$ cat src/sv/frvm_pkg.sv
// shared types, opcodes and constants for the four register machine
// no dependencies

package frvm_pkg;

    localparam int REG_COUNT_DEF = 4;
    localparam int RAM_WORDS_DEF = 65536;
    localparam int WORD_W        = 32;
    localparam int FIELD_W       = 8;

    typedef enum logic [7:0] {
        OP_HALT = 8'd0,
        OP_NOP  = 8'd1,
        OP_LI   = 8'd2,
        OP_LW   = 8'd3,
        OP_SW   = 8'd4,
        OP_ADD  = 8'd5,
        OP_SUB  = 8'd6,
        OP_MULT = 8'd7,
        OP_DIV  = 8'd8,
        OP_J    = 8'd9,
        OP_JR   = 8'd10,
        OP_BEQ  = 8'd11,
        OP_BNE  = 8'd12,
        OP_INC  = 8'd13,
        OP_DEC  = 8'd14
    } opcode_t;

    // decoded instruction class carried through the queue
    typedef enum logic [3:0] {
        K_NOP, K_HALT, K_LI, K_LW, K_SW, K_ADD, K_SUB, K_MULT, K_DIV,
        K_J, K_JR, K_BEQ, K_BNE, K_INC, K_DEC
    } kind_t;

    typedef enum logic [2:0] {
        EX_IDLE, EX_READ, EX_MUL, EX_DIV, EX_CLEAR, EX_OUT
    } ex_state_t;

    typedef struct packed {
        kind_t             kind;
        logic [FIELD_W-1:0] d;
        logic [FIELD_W-1:0] a;
        logic [FIELD_W-1:0] b;
        logic [WORD_W-1:0]  imm;
    } instr_t;

    typedef struct packed {
        logic start;
        logic a_neg;
        logic b_neg;
    } div_ctl_t;

endpackage

$ cat src/sv/frvm_front.sv
// front end: accepts instruction transactions, classifies them, two-entry queue
// depends on frvm_pkg

module frvm_front
    import frvm_pkg::*;
(
    input  logic               clk,
    input  logic               rst_n,
    input  logic               in_valid,
    output logic               in_ready,
    input  logic [7:0]         operation,
    input  logic [7:0]         dest_reg,
    input  logic [7:0]         src_a_reg,
    input  logic [7:0]         src_b_reg,
    input  logic [31:0]        immediate,
    output logic               q_valid,
    input  logic               q_pop,
    output instr_t             q_head
);

    instr_t      slot_reg [2];
    logic        rd_ptr_reg, rd_ptr_next, wr_ptr_reg, wr_ptr_next;
    logic [1:0]  count_reg, count_next;
    kind_t       kind;
    logic        push;

    always_comb
    begin
        unique case (operation)
            OP_HALT: kind = K_HALT;
            OP_LI:   kind = K_LI;
            OP_LW:   kind = K_LW;
            OP_SW:   kind = K_SW;
            OP_ADD:  kind = K_ADD;
            OP_SUB:  kind = K_SUB;
            OP_MULT: kind = K_MULT;
            OP_DIV:  kind = K_DIV;
            OP_J:    kind = K_J;
            OP_JR:   kind = K_JR;
            OP_BEQ:  kind = K_BEQ;
            OP_BNE:  kind = K_BNE;
            OP_INC:  kind = K_INC;
            OP_DEC:  kind = K_DEC;
            default: kind = K_NOP;
        endcase
    end

    assign in_ready = (count_reg != 2'd2);
    assign push     = in_valid && in_ready;
    assign q_valid  = (count_reg != 2'd0);
    assign q_head   = slot_reg[rd_ptr_reg];

    always_comb
    begin
        rd_ptr_next = rd_ptr_reg ^ q_pop;
        wr_ptr_next = wr_ptr_reg ^ push;
        count_next  = count_reg + {1'b0, push} - {1'b0, q_pop};
    end

    always_ff @(posedge clk or negedge rst_n)
    begin
        if (!rst_n)
        begin
            rd_ptr_reg <= 1'b0;
            wr_ptr_reg <= 1'b0;
            count_reg  <= 2'd0;
        end
        else
        begin
            rd_ptr_reg <= rd_ptr_next;
            wr_ptr_reg <= wr_ptr_next;
            count_reg  <= count_next;
        end
    end

    always_ff @(posedge clk)
    begin
        if (push)
            slot_reg[wr_ptr_reg] <= '{kind, dest_reg, src_a_reg, src_b_reg, immediate};
    end

endmodule

$ cat config.mk
export PLATFORM = sky130hd
export DESIGN_NAME = frvm_front
export DESIGN_NICKNAME = d
export VERILOG_FILES = /design/src/sv/frvm_pkg.sv /design/src/sv/frvm_front.sv
export SDC_FILE = /design/constraint.sdc
export NUM_CORES = 1
export LEC_CHECK = 0
export BUFFER_PORTS_ARGS = -buffer_cell sky130_fd_sc_hd__buf_2
export CAP_MARGIN = 30
export CORE_ASPECT_RATIO = 1.5
export CORE_MARGIN = 2
export CORE_UTILIZATION = 30
export DETAILED_ROUTE_END_ITERATION = 7
export PLACE_DENSITY = 0.49
export SLEW_MARGIN = 20
export SYNTH_ARGS = -nofsm -noshare
export SYNTH_HDL_FRONTEND = slang
export SYNTH_SLANG_ARGS = --single-unit
$ cat constraint.sdc
create_clock -name clk -period 6.4 [get_ports clk]
set_clock_uncertainty 0.1 [all_clocks]
set_input_delay 0.64 -clock clk [delete_from_list [all_inputs] [get_ports clk]]
set_output_delay 0.64 -clock clk [all_outputs]
set_load 0.1 [all_outputs]
After elaboration in Yosys (flattened, before gate mapping)
Memories as Yosys holds them, arrays and structs flattened.
Cells that the tools add are included.
Operators by class
  mux-type cells: 3
  equality and inequality tests: 1
  $add $sub $neg: 2
  bitwise logic cells: 2
  reductions and logical operators: 3
Operators with widths (count)
  zero test 4 bit: 1
  2-to-1 mux 4 bit: 1
  adder 2 x 1 -> 2 bit: 1
  2-to-1 mux 1 bit: 2
  inequality test 2 bit (second input constant): 1
  nonzero test 2 bit: 1
  subtractor 2 x 1 -> 2 bit: 1
  XOR 1 bit: 2
  logical AND 1 bit: 1
Storage, ports and cells
  memories: 2
  logic and storage cells: 16
  output and inout port bits: 62
  input port bits: 68
  bits in registers: 4
  bits in writable memories: 120
  ROM bits: 64
Memory list
  slot_reg: words 2, width 60, rd ports 1, clocked after memory_dff 0, write ports 1, RTL line frvm_front.sv:21  | instr_t slot_reg [2];
  (no name shown): words 16, width 4, rd ports 1, clocked after memory_dff 0, write ports 0, RTL line frvm_front.sv:29  | unique case (operation)

Depth between registers and ports, before layout
  depth after elaboration: 4
  gate-level depth with buffers: 5

Least setup slack after synthesis
Ideal clock, no wire load.
  path kind: register to register
  from: register count_reg[0]
  to: memory slot_reg[1][0] (netlist name), enable pin
  clock period less this slack: 4531 ps
  buffers on the path: 0
  arrival: 3952 ps
  slack: 1869 ps
  required time: 5822 ps
  stages on the path, launching flop included: 4
  cells stage by stage: dfrtp_1 nand2b_1 nand2_1 nor2_1
On the way
  longest elaborated chain between the ends: 4
RTL lines
  start: declaration: RTL line frvm_front.sv:23  | logic [1:0] count_reg, count_next;
  start signal: assignment: RTL line frvm_front.sv:72  | count_reg <= count_next;
  inequality test 2 bit: RTL line frvm_front.sv:48  | assign in_ready = (count_reg != 2'd2);
  net in_ready: RTL line frvm_front.sv:10  | output logic in_ready,
  logical AND 1 bit: RTL line frvm_front.sv:49  | assign push = in_valid && in_ready;
  2-to-1 mux 1 bit: RTL line frvm_front.sv:78  | if (push)
  2-to-1 mux 1 bit (not written as such): RTL line frvm_front.sv:79  | slot_reg[wr_ptr_reg] <= '{kind, dest_reg, src_a_reg, src_b_reg, immediate};
  end: declaration: RTL line frvm_front.sv:21
The timed path passes the listed nets, and every way through them passes these cells.

==> impl_metrics.json <==
{
  "status": "complete, no violations",
  "die_y_um": 156,
  "cts_made_buffers": 17,
  "period_needed_ns": 3.16,
  "clockRootBuffer": "clkbuf_16",
  "synth_edf_count": 120,
  "antenna_found_initial": 1,
  "grt_max_degree": 37,
  "fin_cells": 586,
  "synthTopCellsByArea": "edfxtp_1 (77%), mux2_2 (15%), dfrtp_1 (2.2%), ha_1 (1.3%), buf_2 (0.75%)",
  "synthArstFlopShare": 0.0323,
  "yosysTopAreaCell": "edfxtp_1",
  "seq_area_frac_synth": 0.796,
  "finalWeightedCongestion": 0.704,
  "path_clk_slew_ns": 0.06,
  "synth_area_per_cell_um2": 20.5,
  "hold_class": "primary input to register",
  "core_um2": 15100,
  "grt_first_pass_wirelength_mm": 14.0,
  "setup_viol": 0,
  "rows": 55,
  "clock_sinks": 124,
  "place_inst": 551,
  "ioPinCount": 130,
  "route.detailed.drc": 0,
  "grt_remaining_overflow": 0,
  "rsz0062_at_grt": "false",
  "grt_pass1_vias": 2677,
  "worstPathRequired_ns": 5.66,
  "numPortBuffers": 129,
  "dr.first_iter.drc_count": 79,
  "syn_inst": 227,
  "dieArea_um2": 16500,
  "cp-end-kind": "primary output",
  "vias_per_cell": 4.28,
  "cts_setup_buffers": 0,
  "slew_viol_final": 0,
  "worst_pin_slew_ns": 0.782,
  "drive_gt1_frac": 0.591,
  "wirelength_mm": 9.22,
  "ys_ff_latch": 124,
  "fillers": 1455,
  "grt_usage": 0.116,
  "ctsHoldBuffers": 1,
  "syn_area_um2": 4650,
  "hold_viol_final": 0,
  "layout.nets": 446,
  "worst-endpoint-arrival_ns": 2.42,
  "post_drt_wl_per_cell_um": 15.7,
  "synthesis.nets": 300,
  "route.vias.total": 2507,
  "fmax_ghz": 0.316,
  "start_kind": "register",
  "dp_hpwl_mm": 6.12,
  "first_pass_iters": 4,
  "finalSetupTns_ns": 0,
  "tritoncts": "built",
  "synth.distinct_cells": 20,
  "worst-setup-path-type": "register to primary output",
  "cts_resized": 0,
  "antenna_left": 0,
  "clk-insertion-delay-late_ns": 0.40,
  "ys_dominant_reg_cell": "edfxtp_1",
  "path_max_fanout": 36,
  "yosys_warnings": 0,
  "min_period_over_period": 0.494,
  "synth_top_cell_area_share": 0.775,
  "dieWidth_um": 106,
  "start_util": 0.307,
  "cap_violations": 0,
  "cts_max_level": 4,
  "slew_headroom": 0.478,
  "largest_register_ffs": 120,
  "clock_path_buffers": 2,
  "area_delta_synth_final_pct": 32.3
}
## area by class of cell
type | instances | area (um2) | share of cell area
antenna | 1 | 2.50 | 0.000407
clock buffer | 17 | 425 | 0.0692
clock inverter | 15 | 149 | 0.0242
inverter | 5 | 18.8 | 0.00305
multi-input combinational | 91 | 903 | 0.147
sequential | 124 | 3700 | 0.602
tap | 199 | 249 | 0.0405
timing repair buffer | 134 | 698 | 0.114
## Yosys cell counts (all sizes together) (4+ instances only)
| library cell | count |
|---|---|
| edfxtp | 120 |
| mux2 | 60 |
| buf | 7 |
| nand2 | 7 |
| ha | 5 |
| inv | 5 |
| dfrtp | 4 |
## layer usage
layer | GRT usage | vias up | share of wire
li1 | - | 1179 | -
met3 | 0.0371 | 14 | 0.047
met5 | 0 | - | 0
met2 | 0.214 | 79 | 0.56
met4 | 0.0614 | 0 | 0.021
met1 | 0.115 | 1235 | 0.37
## cell usage in the layout, fill, tap and decap left out, drive strengths merged, types with 4 or more instances in the layout
cell type and instances:
clkinvlp 5, ha 5, edfxtp 120, mux2 60, nand2 7, dfrtp 4, clkbuf 17, buf 133
inv 7, clkinv 6
## metrics by stage
stage,hold slack (ns),setup slack [ns],cell area (um2),util
2_1_floorplan,0.244,1.87,4650,-
3_3_place_gp,0.360,3.60,5540,0.366
3_5_place_dp,0.363,3.59,5540,0.366
4_1_cts,0.298,3.14,6130,0.405
5_1_grt,0.300,3.07,6150,0.406
6_report,0.319,3.24,6150,0.406
## kinds of logic after synthesis
kind of cell / Yosys count / synth area share
multiplexers: 60 / 0.145
flip-flops: 124 / 0.796
adder cells (fa/ha/maj): 5 / 0.0135
AO/OA/AOI/OAI: 4 / 0.00565
buffers and inverters: 12 / 0.0116
AND/OR/NAND/NOR: 18 / 0.0202
XOR/XNOR: 4 / 0.00753
## final timing paths
path                                         from                         to  slack, ns  depth (start not counted)
max in group asynchronous                   rst_n       rd_ptr_reg$_DFF_PN0_       5.59                          2
max                          rd_ptr_reg$_DFF_PN0_                  q_head[0]       3.24                          3
min reg2reg                count_reg[0]$_DFF_PN0_     count_reg[0]$_DFF_PN0_       0.45                          1
max reg2reg                count_reg[0]$_DFF_PN0_  slot_reg[0][40]$_DFFE_PP_       3.97                          5
min                                  immediate[4]   slot_reg[0][4]$_DFFE_PP_       0.32                          1
min in group asynchronous                   rst_n       wr_ptr_reg$_DFF_PN0_       0.47                          2
## worst max-delay path: stages, from the launching register on
cell and delay, ns:
dfrtp_2 0.75, buf_4 0.53, mux2_2 0.40, buf_2 0.29
Power is left out: the tool's default activity adds up to more than one toggle a clock period on the data nets, which glitch-free logic cannot reach.
